<file path="src/design/sha256_byte_stream_hasher_defines.svh">
// Assertion macros for the SHA-256 byte stream hasher
`ifndef SHA256_BYTE_STREAM_HASHER_DEFINES_SVH
`define SHA256_BYTE_STREAM_HASHER_DEFINES_SVH
// Assert that a condition implies a consequence in the same cycle
`define SHB_ASSERT_IMPL(lbl, clk, rst_n, cond, cons, msg) \
  lbl: assert property (@(posedge clk) disable iff (!rst_n) (cond) |-> (cons)) \
    else $error(msg);
// Assert that a condition implies a consequence in the next cycle
`define SHB_ASSERT_NEXT(lbl, clk, rst_n, cond, cons, msg) \
  lbl: assert property (@(posedge clk) disable iff (!rst_n) (cond) |=> (cons)) \
    else $error(msg);
`endif

</file>
<file path="src/design/shb_pkg.sv">
// ----------------------------------------------------------------------------
// shb_pkg
// Types, constants and round functions shared by the SHA-256 hasher.
// ----------------------------------------------------------------------------
`default_nettype none
package shb_pkg;
  localparam int unsigned QueueDepth = 2;
  localparam logic [7:0] PadByte = 8'h80;

  typedef struct packed {
    logic [7:0] data_byte;
    logic       has_byte;
    logic       is_last;
  } in_item_t;

  typedef struct packed {
    logic [31:0] digest_word;
    logic [2:0]  word_index;
    logic        last_word;
  } out_item_t;

  typedef enum logic [2:0] {
    ST_IDLE, ST_LOAD, ST_ROUND, ST_ADD, ST_EMIT
  } core_state_e;

  localparam logic [255:0] InitHash = {
    32'h6a09e667, 32'hbb67ae85, 32'h3c6ef372, 32'ha54ff53a,
    32'h510e527f, 32'h9b05688c, 32'h1f83d9ab, 32'h5be0cd19};

  function automatic logic [31:0] init_word(input logic [2:0] i);
    init_word = InitHash[(3'd7 - i) * 32 +: 32];
  endfunction

  function automatic logic [31:0] round_k(input logic [5:0] i);
    logic [31:0] k [64];
    k = '{
      32'h428a2f98, 32'h71374491, 32'hb5c0fbcf, 32'he9b5dba5, 32'h3956c25b, 32'h59f111f1,
      32'h923f82a4, 32'hab1c5ed5, 32'hd807aa98, 32'h12835b01, 32'h243185be, 32'h550c7dc3,
      32'h72be5d74, 32'h80deb1fe, 32'h9bdc06a7, 32'hc19bf174, 32'he49b69c1, 32'hefbe4786,
      32'h0fc19dc6, 32'h240ca1cc, 32'h2de92c6f, 32'h4a7484aa, 32'h5cb0a9dc, 32'h76f988da,
      32'h983e5152, 32'ha831c66d, 32'hb00327c8, 32'hbf597fc7, 32'hc6e00bf3, 32'hd5a79147,
      32'h06ca6351, 32'h14292967, 32'h27b70a85, 32'h2e1b2138, 32'h4d2c6dfc, 32'h53380d13,
      32'h650a7354, 32'h766a0abb, 32'h81c2c92e, 32'h92722c85, 32'ha2bfe8a1, 32'ha81a664b,
      32'hc24b8b70, 32'hc76c51a3, 32'hd192e819, 32'hd6990624, 32'hf40e3585, 32'h106aa070,
      32'h19a4c116, 32'h1e376c08, 32'h2748774c, 32'h34b0bcb5, 32'h391c0cb3, 32'h4ed8aa4a,
      32'h5b9cca4f, 32'h682e6ff3, 32'h748f82ee, 32'h78a5636f, 32'h84c87814, 32'h8cc70208,
      32'h90befffa, 32'ha4506ceb, 32'hbef9a3f7, 32'hc67178f2};
    round_k = k[i];
  endfunction

  function automatic logic [31:0] ror(input logic [31:0] x, input int unsigned n);
    ror = (x >> n) | (x << (32 - n));
  endfunction
endpackage
`default_nettype wire

</file>
<file path="src/design/shb_stream_if.sv">
// ----------------------------------------------------------------------------
// shb_stream_if
// Valid/ready channel carrying one payload word.
// ----------------------------------------------------------------------------
`default_nettype none
interface shb_stream_if #(parameter type payload_t = logic);
  logic     valid;
  logic     ready;
  payload_t payload;
  modport source (output valid, output payload, input ready);
  modport sink (input valid, input payload, output ready);
endinterface
`default_nettype wire

</file>
<file path="src/design/shb_front.sv">
// ----------------------------------------------------------------------------
// shb_front
// Accepts input items, drops idle ones and queues the rest for the core.
// ----------------------------------------------------------------------------
`default_nettype none
module shb_front #(
  parameter int unsigned Depth = shb_pkg::QueueDepth
) (
  input  wire logic           clk_i,
  input  wire logic           rst_ni,
  input  wire logic           in_valid_i,
  output logic                in_ready_o,
  input  wire shb_pkg::in_item_t in_item_i,
  output logic                q_valid_o,
  input  wire logic           q_ready_i,
  output shb_pkg::in_item_t   q_item_o
);
  import shb_pkg::*;
  localparam int unsigned Aw = (Depth > 1) ? $clog2(Depth) : 1;

  in_item_t        mem_q [Depth];
  logic [Aw-1:0]   wr_q, rd_q;
  logic [Aw:0]     cnt_q;
  logic            push, pop, useful;

  assign in_ready_o = (cnt_q != Depth[Aw:0]);
  assign useful     = in_item_i.has_byte | in_item_i.is_last;
  assign push       = in_valid_i & in_ready_o & useful;
  assign q_valid_o  = (cnt_q != '0);
  assign pop        = q_valid_o & q_ready_i;
  assign q_item_o   = mem_q[rd_q];

  always_ff @(posedge clk_i) begin
    if (push) mem_q[wr_q] <= in_item_i;
  end

  always_ff @(posedge clk_i or negedge rst_ni) begin
    if (!rst_ni) begin
      wr_q <= '0; rd_q <= '0; cnt_q <= '0;
    end else begin
      if (push) wr_q <= (wr_q == Aw'(Depth - 1)) ? '0 : wr_q + 1'b1;
      if (pop)  rd_q <= (rd_q == Aw'(Depth - 1)) ? '0 : rd_q + 1'b1;
      cnt_q <= cnt_q + (Aw+1)'(push) - (Aw+1)'(pop);
    end
  end
endmodule
`default_nettype wire

</file>
<file path="src/design/shb_core.sv">
// ----------------------------------------------------------------------------
// shb_core
// Block buffer, padding and one-round-per-cycle SHA-256 compression.
// ----------------------------------------------------------------------------
`default_nettype none
module shb_core (
  input  wire logic              clk_i,
  input  wire logic              rst_ni,
  input  wire logic              q_valid_i,
  output logic                   q_ready_o,
  input  wire shb_pkg::in_item_t q_item_i,
  output logic                   out_valid_o,
  input  wire logic              out_ready_i,
  output shb_pkg::out_item_t     out_item_o
);
  import shb_pkg::*;
  `include "sha256_byte_stream_hasher_defines.svh"

  // padding applied to the block being loaded
  typedef enum logic [1:0] {
    BLK_PLAIN, BLK_PAD_LEN, BLK_PAD_ONLY, BLK_LEN_ONLY
  } blk_kind_e;

  core_state_e   st_q, st_d;
  blk_kind_e     kind_q, kind_d;
  logic [31:0]   h_q [8];
  logic [31:0]   v_q [8];
  logic [31:0]   w_q [16];   // message schedule window, word 0 in use
  logic [31:0]   blk_q [16]; // block bytes, big-endian within each word
  logic [5:0]    pos_q;
  logic [60:0]   cnt_q;
  logic [5:0]    rnd_q;
  logic [2:0]    oidx_q;
  logic          fin_q;

  logic        take, byte_full, start;
  logic [5:0]  next_pos;
  logic [63:0] bits;

  assign bits      = {cnt_q, 3'b000};
  assign q_ready_o = (st_q == ST_IDLE);
  assign take      = q_valid_i & q_ready_o;
  assign byte_full = take & q_item_i.has_byte & (pos_q == 6'd63);
  assign start     = byte_full | (take & q_item_i.is_last);
  assign next_pos  = q_item_i.has_byte ? pos_q + 6'd1 : pos_q;

  always_comb begin
    st_d   = st_q;
    kind_d = kind_q;
    unique case (st_q)
      ST_IDLE: if (start) begin
        st_d = ST_LOAD;
        if (byte_full) kind_d = BLK_PLAIN;
        else if (next_pos >= 6'd56) kind_d = BLK_PAD_ONLY;
        else kind_d = BLK_PAD_LEN;
      end
      ST_LOAD:  st_d = ST_ROUND;
      ST_ROUND: if (rnd_q == 6'd63) st_d = ST_ADD;
      ST_ADD: begin
        unique case (kind_q)
          // a finish behind a full block pads a fresh block
          BLK_PLAIN: begin
            if (fin_q) begin
              st_d   = ST_LOAD;
              kind_d = BLK_PAD_LEN;
            end else begin
              st_d = ST_IDLE;
            end
          end
          BLK_PAD_ONLY: begin
            st_d   = ST_LOAD;
            kind_d = BLK_LEN_ONLY;
          end
          default: st_d = ST_EMIT;
        endcase
      end
      ST_EMIT:  if (out_ready_i && oidx_q == 3'd7) st_d = ST_IDLE;
      default:  st_d = ST_IDLE;
    endcase
  end

  always_comb begin
    out_valid_o            = (st_q == ST_EMIT);
    out_item_o.digest_word = h_q[oidx_q];
    out_item_o.word_index  = oidx_q;
    out_item_o.last_word   = (oidx_q == 3'd7);
  end

  logic [31:0] s1, ch, t1, s0, mj, wn, sg0, sg1;
  assign s1  = ror(v_q[4], 6) ^ ror(v_q[4], 11) ^ ror(v_q[4], 25);
  assign ch  = (v_q[4] & v_q[5]) ^ (~v_q[4] & v_q[6]);
  assign t1  = v_q[7] + s1 + ch + round_k(rnd_q) + w_q[0];
  assign s0  = ror(v_q[0], 2) ^ ror(v_q[0], 13) ^ ror(v_q[0], 22);
  assign mj  = (v_q[0] & v_q[1]) ^ (v_q[0] & v_q[2]) ^ (v_q[1] & v_q[2]);
  assign sg0 = ror(w_q[1], 7) ^ ror(w_q[1], 18) ^ (w_q[1] >> 3);
  assign sg1 = ror(w_q[14], 17) ^ ror(w_q[14], 19) ^ (w_q[14] >> 10);
  assign wn  = w_q[0] + sg0 + w_q[9] + sg1;

  // buffer byte with padding applied for the block being loaded
  function automatic logic [7:0] pad_byte(input logic [5:0] i, input logic [7:0] b,
                                          input logic [5:0] p, input blk_kind_e k,
                                          input logic [63:0] bl);
    logic [7:0] body;
    logic [7:0] r;
    if (i < p) body = b;
    else if (i == p) body = PadByte;
    else body = 8'h00;
    case (k)
      BLK_PLAIN:    r = b;
      BLK_PAD_ONLY: r = body;
      BLK_PAD_LEN:  r = (i >= 6'd56) ? bl[{3'(6'd63 - i), 3'b000} +: 8] : body;
      default:      r = (i >= 6'd56) ? bl[{3'(6'd63 - i), 3'b000} +: 8] : 8'h00;
    endcase
    pad_byte = r;
  endfunction

  function automatic logic [31:0] pad_word(input logic [3:0] wi, input logic [31:0] word,
                                           input logic [5:0] p, input blk_kind_e k,
                                           input logic [63:0] bl);
    logic [31:0] r;
    for (int j = 0; j < 4; j++)
      r[(3 - j) * 8 +: 8] = pad_byte({wi, 2'(j)}, word[(3 - j) * 8 +: 8], p, k, bl);
    pad_word = r;
  endfunction

  always_ff @(posedge clk_i) begin
    if (take && q_item_i.has_byte)
      blk_q[pos_q[5:2]][{2'd3 - pos_q[1:0], 3'b000} +: 8] <= q_item_i.data_byte;
    if (st_q == ST_LOAD) begin
      for (int i = 0; i < 16; i++) w_q[i] <= pad_word(4'(i), blk_q[i], pos_q, kind_q, bits);
      for (int i = 0; i < 8; i++) v_q[i] <= h_q[i];
    end else if (st_q == ST_ROUND) begin
      for (int i = 0; i < 15; i++) w_q[i] <= w_q[i+1];
      w_q[15] <= wn;
      v_q[7] <= v_q[6]; v_q[6] <= v_q[5]; v_q[5] <= v_q[4]; v_q[4] <= v_q[3] + t1;
      v_q[3] <= v_q[2]; v_q[2] <= v_q[1]; v_q[1] <= v_q[0]; v_q[0] <= t1 + s0 + mj;
    end
  end

  always_ff @(posedge clk_i or negedge rst_ni) begin
    if (!rst_ni) begin
      st_q <= ST_IDLE; kind_q <= BLK_PLAIN; pos_q <= '0; cnt_q <= '0; rnd_q <= '0;
      oidx_q <= '0; fin_q <= 1'b0;
      for (int i = 0; i < 8; i++) h_q[i] <= init_word(3'(i));
    end else begin
      st_q   <= st_d;
      kind_q <= kind_d;
      if (take) begin
        if (q_item_i.has_byte) begin
          pos_q <= pos_q + 6'd1;
          cnt_q <= cnt_q + 61'd1;
        end
        if (start) fin_q <= q_item_i.is_last;
      end
      if (st_q == ST_ROUND) rnd_q <= rnd_q + 6'd1;
      if (st_q == ST_ADD) begin
        for (int i = 0; i < 8; i++) h_q[i] <= h_q[i] + v_q[i];
      end
      if (st_q == ST_EMIT && out_ready_i) begin
        oidx_q <= oidx_q + 3'd1;
        if (oidx_q == 3'd7) begin
          for (int i = 0; i < 8; i++) h_q[i] <= init_word(3'(i));
          pos_q <= '0; cnt_q <= '0; fin_q <= 1'b0;
        end
      end
    end
  end

  `SHB_ASSERT_IMPL(a_no_take_busy, clk_i, rst_ni, st_q != ST_IDLE, !q_ready_o,
                   "core took an item while busy")
  `SHB_ASSERT_NEXT(a_load_round, clk_i, rst_ni, st_q == ST_LOAD, st_q == ST_ROUND,
                   "load not followed by rounds")
  `SHB_ASSERT_IMPL(a_emit_fin, clk_i, rst_ni, st_q == ST_EMIT, fin_q,
                   "digest emitted without finish")
  `SHB_ASSERT_NEXT(a_out_hold, clk_i, rst_ni, out_valid_o && !out_ready_i,
                   out_valid_o && $stable(out_item_o), "digest word changed while waiting")
endmodule
`default_nettype wire

</file>
<file path="src/design/sha256_byte_stream_hasher.sv">
// A byte that does not fill a block is queued in the front and taken by the core once it
// is idle; a byte that fills a block keeps the core busy for load, 64 rounds and add.
// A finish runs one or two such blocks, then emits 8 words, one per cycle when ready;
// the first word is valid in the emit state that follows the add of the last block.
// While the core hashes a block it takes no bytes; the front queue holds them until full.
// Reset: asynchronous, active low; hash words return to the initial values.
`default_nettype none
module sha256_byte_stream_hasher #(
  parameter int unsigned QDepth = shb_pkg::QueueDepth
) (
  input wire logic clk_i,
  input wire logic rst_ni,
  shb_stream_if.sink   in_s,
  shb_stream_if.source out_s
);
  import shb_pkg::*;
  logic     q_valid, q_ready;
  in_item_t q_item;
  out_item_t o_item;

  shb_front #(.Depth(QDepth)) u_front (
    .clk_i, .rst_ni, .in_valid_i(in_s.valid), .in_ready_o(in_s.ready),
    .in_item_i(in_s.payload), .q_valid_o(q_valid), .q_ready_i(q_ready), .q_item_o(q_item));

  shb_core u_core (
    .clk_i, .rst_ni, .q_valid_i(q_valid), .q_ready_o(q_ready), .q_item_i(q_item),
    .out_valid_o(out_s.valid), .out_ready_i(out_s.ready), .out_item_o(o_item));

  assign out_s.payload = o_item;
endmodule
`default_nettype wire
</file>
<file path="src/flat_wrapper.sv">
// flat-port wrapper written by rule: the top's interface ports become plain ports
module sha256_byte_stream_hasher_flat import shb_pkg::*;
#(
  parameter int unsigned QDepth = shb_pkg::QueueDepth
)
  (clk_i, rst_ni, in_s_valid, in_s_payload, in_s_ready, out_s_valid, out_s_payload, out_s_ready);
  shb_stream_if in_s_i ();
  shb_stream_if out_s_i ();
  input wire logic clk_i;
  input wire logic rst_ni;
  input wire logic [$bits(in_s_i.valid)-1:0] in_s_valid;
  input wire logic [$bits(in_s_i.payload)-1:0] in_s_payload;
  output wire logic [$bits(in_s_i.ready)-1:0] in_s_ready;
  output wire logic [$bits(out_s_i.valid)-1:0] out_s_valid;
  output wire logic [$bits(out_s_i.payload)-1:0] out_s_payload;
  input wire logic [$bits(out_s_i.ready)-1:0] out_s_ready;
  assign in_s_i.valid = in_s_valid;
  assign in_s_i.payload = in_s_payload;
  assign in_s_ready = in_s_i.ready;
  assign out_s_valid = out_s_i.valid;
  assign out_s_payload = out_s_i.payload;
  assign out_s_i.ready = out_s_ready;
  sha256_byte_stream_hasher #(.QDepth(QDepth)) u_core (.clk_i(clk_i), .rst_ni(rst_ni), .in_s(in_s_i), .out_s(out_s_i));
endmodule
</file>
<file path="config.mk">
export PLATFORM = sky130hd
export DESIGN_NAME = sha256_byte_stream_hasher_flat
export DESIGN_NICKNAME = d
export VERILOG_FILES = /design/src/design/shb_pkg.sv /design/src/design/shb_stream_if.sv /design/src/design/shb_front.sv /design/src/design/shb_core.sv /design/src/design/sha256_byte_stream_hasher.sv /design/src/flat_wrapper.sv
export VERILOG_INCLUDE_DIRS = /design/src /design/src/design
export SDC_FILE = /design/constraint.sdc
export NUM_CORES = 1
export LEC_CHECK = 0
export BUFFER_PORTS_ARGS = -buffer_cell sky130_fd_sc_hd__buf_2
export CAP_MARGIN = 10
export CELL_PAD_IN_SITES_DETAIL_PLACEMENT = 0
export CELL_PAD_IN_SITES_GLOBAL_PLACEMENT = 1
export CORE_AREA = 2 2 62 47
export DETAILED_ROUTE_END_ITERATION = 10
export DIE_AREA = 0 0 64 49
export HOLD_SLACK_MARGIN = 0.08
export PLACE_DENSITY = 0.77
export SLEW_MARGIN = 20
export SYNTH_ARGS = -nofsm -noshare
export SYNTH_HDL_FRONTEND = slang
export SYNTH_SLANG_ARGS = --single-unit
</file>
<file path="constraint.sdc">
create_clock -name clk_i -period 1.9 [get_ports clk_i]
set_input_delay 0.285 -clock clk_i [delete_from_list [all_inputs] [get_ports clk_i]]
set_output_delay 0.285 -clock clk_i [all_outputs]
set_load 0.01 [all_outputs]
</file>
Word-level counts from Yosys, hierarchy flattened
Memories as Yosys holds them, arrays and structs flattened.
Index checks and enable logic that the tools add are counted.
Cells by class
  bitwise gates (word level): 7
  reductions and logical operators: 8
  add/sub/neg operators: 7
  mux-type cells: 24
  equal/unequal tests: 14
  magnitude comparators: 1
Operator list (number)
  6-bit two-way mux: 4
  3-bit case mux with 5 select lines: 1
  6-bit by 1-bit adder with 6-bit output, second input constant: 2
  6-bit equality test, second input constant: 2
  1-bit two-way mux: 9
  3-bit two-way mux: 3
  2-bit two-way mux: 4
  2-bit case mux with 2 select lines: 2
  3-bit by 2-bit equality test with 1-bit output, second input constant: 2
  3-bit equality test, second input constant: 2
  6-bit >= comparator, second input constant: 1
  2-bit inequality test, second input constant: 3
  3-bit case mux with 2 select lines: 1
  1-bit bitwise AND: 5
  4-bit AND reduction: 1
  2-bit nonzero test: 2
  3-bit by 1-bit adder with 3-bit output, second input constant: 1
  3-bit by 1-bit equality test with 1-bit output, second input constant: 1
  3-bit logical NOT: 1
  3-bit by 1-bit inequality test with 1-bit output, second input constant: 1
  3-bit inequality test, second input constant: 1
  3-bit AND reduction: 1
  1-bit adder, second input constant: 2
  2-bit by 1-bit adder with 2-bit output: 1
  other kinds (7): 8
Word-level totals
  output and inout bits: 3
  memory bits (writable): 2
  input bits: 5
  register bits after elaboration: 25
  word-level logic and storage cells: 71
  memories kept: 1
Memory list
  u_core.u_front.mem_q: depth 2, bits a word 1, read ports 1, clocked after memory_dff 0, wr ports 1, RTL line shb_front.sv:21  | in_item_t mem_q [Depth];

Longest topological paths before layout
  word-level depth: 9
  gate-level depth with buffers: 8
  depth with buffers taken out: 7

Hierarchy
A second synthesis with hierarchy kept.
Second synthesis, totals
  cell total of the unflattened synthesis: 8564
  area total of the unflattened synthesis: 93886.3 um2
Modules (own cells, without submodules)
  shb_core: seq. area each 47065.1 um2, cells each 8509, instances 1, area each 92934.1 um2
  shb_front: seq. area each 700.7 um2, cells each 54, instances 1, area each 948.4 um2
  sha256_byte_stream_hasher: seq. area each 0.0 um2, cells each 1, instances 1, area each 3.8 um2

Least setup slack after synthesis
Ideal clock, no wire load.
  path type: register to register
  start: reg u_core.u_core.st_q[0]
  end: reg u_core.u_front.cnt_q[1]
  setup time: 80 ps
  data arrival time: 1730 ps
  period minus slack after synthesis: 1810 ps
  slack: 90 ps
  data required time: 1820 ps
  path buffers: 1
  cell stages (with the launch flop): 9
  path through: dfrtp_1 > buf_6 > or3_4 > nor2_1 > ha_1 > inv_1 > ha_1 > xnor2_1 > xnor2_1
On the way
  longest elaborated chain between the ends: 3
RTL lines
  from (decl): RTL line shb_core.sv:24  | core_state_e st_q, st_d;
  from (signal assigned): RTL line shb_core.sv:146  | st_q <= st_d;
  3-bit logical NOT: RTL line shb_core.sv:41  | assign q_ready_o = (st_q == ST_IDLE);
  1-bit bitwise AND: RTL line shb_front.sv:30  | assign pop = q_valid_o & q_ready_i;
  2-bit by 1-bit subtractor with 2-bit output: RTL line shb_front.sv:43  | cnt_q <= cnt_q + (Aw+1)'(push) - (Aw+1)'(pop);
  to (signal assigned): RTL line shb_front.sv:43
  to (decl): RTL line shb_front.sv:23  | logic [Aw:0] cnt_q;
No other way between the ends.
A chain may end at the register's enable or synchronous reset.

Final worst setup path
Same ends and word-level chain as after synthesis.

==> metrics <==
antenna violations before repair 0; first-pass GRT wire length 2590 µm; Post-Syn Area 970 µm²; Via Count roughly 570; DRC 0; fraction of registers with async set/reset roughly nine tenths; Synth Warn # 0; post-synthesis sequential area ratio about 55%; Pwr Density 1530 mW/mm²; Die H 49 µm; Cells after Synth 75; WL/cell ~11 µm; Fin Setup TNS 0 ns; Tcrit/Tclk final 92.5%; Crit Path Max Fanout 3; Final Wtd Congestion 0.706; Pwr Total around 1.7 mW; unrepaired setup endpoints after global routing false; layout overhead on the synthesized area 14.3%; Root Buffer clkbuf_4; final slew viol count 0; Reg clk slew, reported paths 0.12 ns; clock sinks 21; clock network fraction of design power between 10% and 20%; critical path cell sequence or3_4, nor2_2, ha_1, inv_1, ha_1, xnor2_1, xnor2_1; area leader, netlist dfrtp_1; LEAKAGE 0.502 nW; Worst Hold Class input port to flop; dpl cells 121; top-count cell post-synth dfrtp_1; Core ar. 0.00258 mm²; Critical Path RT 2.14 ns; number of synthesized flops with an enable pin 2; H-tree levels 1; ant diodes 0; Max VDD drop 0.633 mV; hpwl dp 1070 µm; PortBufs 7; internal power 1.10 mW; Post-CTS Setup Inserts 0; vias in the first global route 606; die area 0.00314 mm²; final std cells w/o fill 126; Die Wd 64 µm; Finish-stage setup viols 0; Clock Path Buffers 2; f_max around 570 MHz; Crit-path slowest cell or3_4; worst hold margin 0.180 ns; GRT Util Overall 10.9%; Rows 16; Worst-Margin Slew between 0.4 and 0.5 ns; initial DRC count 7; Final Hold Viols 0; Period minus WS final 1.76 ns; Net Count, Synth 85; GRT overflow 0; vias per cell 4.51; 1st-pass router iterations 4; synth cell count leaders dfrtp_1 (19), xnor2_1 (8), ha_1 (5), nor2_1 (5), inv_1 (4); status finished, final reports clean; Initial Utilization 37.5%; Arrival @ worst endpoint around 2 ns; drt total wl between 1000 and 1500 µm; Worst slew margin 71.4%; CP max stage delay 0.42 ns; sequential power share 44.4%; cts bufs inserted 3; CTS tree yes; Final Util 42.9%; Psw 0.598 mW; top cell type's share of synthesized area 49.0%; post-route ant nets 0; # IOs 8; Worst Setup Start Kind flop; top_reg_cell synth dfrtp_1; pin count of the biggest net entering global routing 20; Post-Syn Area per Cell about 13 µm²; post-synth cell types 28; ratio of cells with drive above 1 in the final layout 28.9%; Sw Share 35.2%; clk_lat worst skew 0.30 ns; CP Class flop to flop; critical path capture point type flop; Yosys reg bits 21; Comb pwr share 43.1%; nets 101; Max-Cap Viols 0; most area-consuming cells after synthesis dfrtp_1 (49%), xnor2_1 (7.2%), ha_1 (6.5%), edfxtp_1 (6.2%), mux2_2 (3.5%); Final Skew 0.00867 ns
-- final timing paths --
| path | start | to | slack, ns | cells past startpoint |
|---|---|---|---|---|
| max | u_core.u_core.st_q[0]$_DFFE_PN0P_ | u_core.u_front.cnt_q[1]$_DFF_PN0_ | 0.14 | 7 |
| min | in_s_payload | u_core.u_front.mem_q[0]$_DFFE_PP_ | 0.18 | 1 |
| max reg2reg | u_core.u_core.st_q[0]$_DFFE_PN0P_ | u_core.u_front.cnt_q[1]$_DFF_PN0_ | 0.14 | 7 |
| min reg2reg | u_core.u_core.oidx_q[0]$_DFFE_PN0N_ | u_core.u_core.oidx_q[0]$_DFFE_PN0N_ | 0.48 | 1 |
| max in group asynchronous | rst_ni | u_core.u_core.oidx_q[0]$_DFFE_PN0N_ | 1.16 | 2 |
| min in group asynchronous | rst_ni | u_core.u_front.cnt_q[0]$_DFF_PN0_ | 0.43 | 2 |
-- cell type report --
class	instances	area [µm²]
Timing Repair Buffer	12	75.1
Sequential cell	21	536
Clock buffer	3	22.5
Tap cell	36	45.0
Multi-Input combinational cell	49	410
Inverter	4	15.0
Fill cell	243	1470
Clock inverter	1	5.00
-- repair_timing --
action / in CTS / in global routing
hold endpoints to repair: 19 / 0
hold buffers: 1 / 0
resized for setup: 0 / 1
endpoints found under the setup margin: 0 / 1
-- sequential cells by signal, summed over array words and instances, names as in the netlist --
name                  flops
u_core.u_core.rnd_q       6
u_core.u_core.st_q        3
u_core.u_core.fin_q       1
u_core.u_front.cnt_q      2
u_core.u_front.wr_q       1
u_core.u_front.mem_q      2
u_core.u_core.oidx_q      3
u_core.u_front.rd_q       1
u_core.u_core.kind_q      2
-- per-stage QoR --
stage / worst slack, ns / instance area [µm²]
floorplan: 0.0905 / 970
global placement: 0.176 / 1070
detailed placement: 0.114 / 1070
CTS: 0.0805 / 1110
global route: 0.0283 / 1110
finish: 0.142 / 1110
-- power groups by stage --
stage          Clock (mW)  Combinational [mW]  Sequential [mW]
2_1_floorplan           0               0.561            0.756
3_3_place_gp            0               0.718            0.756
3_5_place_dp            0               0.737            0.768
4_1_cts             0.227               0.743            0.759
5_1_grt             0.245               0.845            0.782
6_report            0.213               0.733            0.755
-- metal layers --
layer	vias to the layer above	global-route usage [%]	part of all wire [%]
met5	-	0	0
met3	2	4.85	1.7
met4	0	3.26	1.1
met1	272	13.5	50
met2	1	17.2	47
li1	293	-	-
-- worst max-delay path, delay by kind of cell (launching register included) --
| family | cells | cell delay [ns] |
|---|---|---|
| xor gates and xnor gates | 2 | 0.26 |
| buffers and inverters | 1 | 0.06 |
| adders and majority gates | 2 | 0.39 |
| and+or+nand+nor | 2 | 0.57 |
| DFF | 1 | 0.41 |
-- cell usage in the layout, fill, tap and decap left out, types with 2 or more instances in the layout --
cell / instances
dfrtp_1: 19
xnor2_1: 8
buf_2: 7
ha_1: 5
inv_1: 4
nor2_1: 4
buf_4: 4
nand4_1: 3
xor2_1: 3
nand2_1: 3
mux2_2: 3
clkbuf_4: 3
nor3b_2: 2
nor2b_1: 2
edfxtp_1: 2
-- cells by family after synthesis --
logic type	share of synthesized area [%]
simple gates	15.6
buf+inv	2.71
mux	4.52
fa+ha+maj	6.45
compound gates	5.55
xor+xnor	9.94
flops	55.2
No activity file was read; power rests on OpenSTA's default activity.
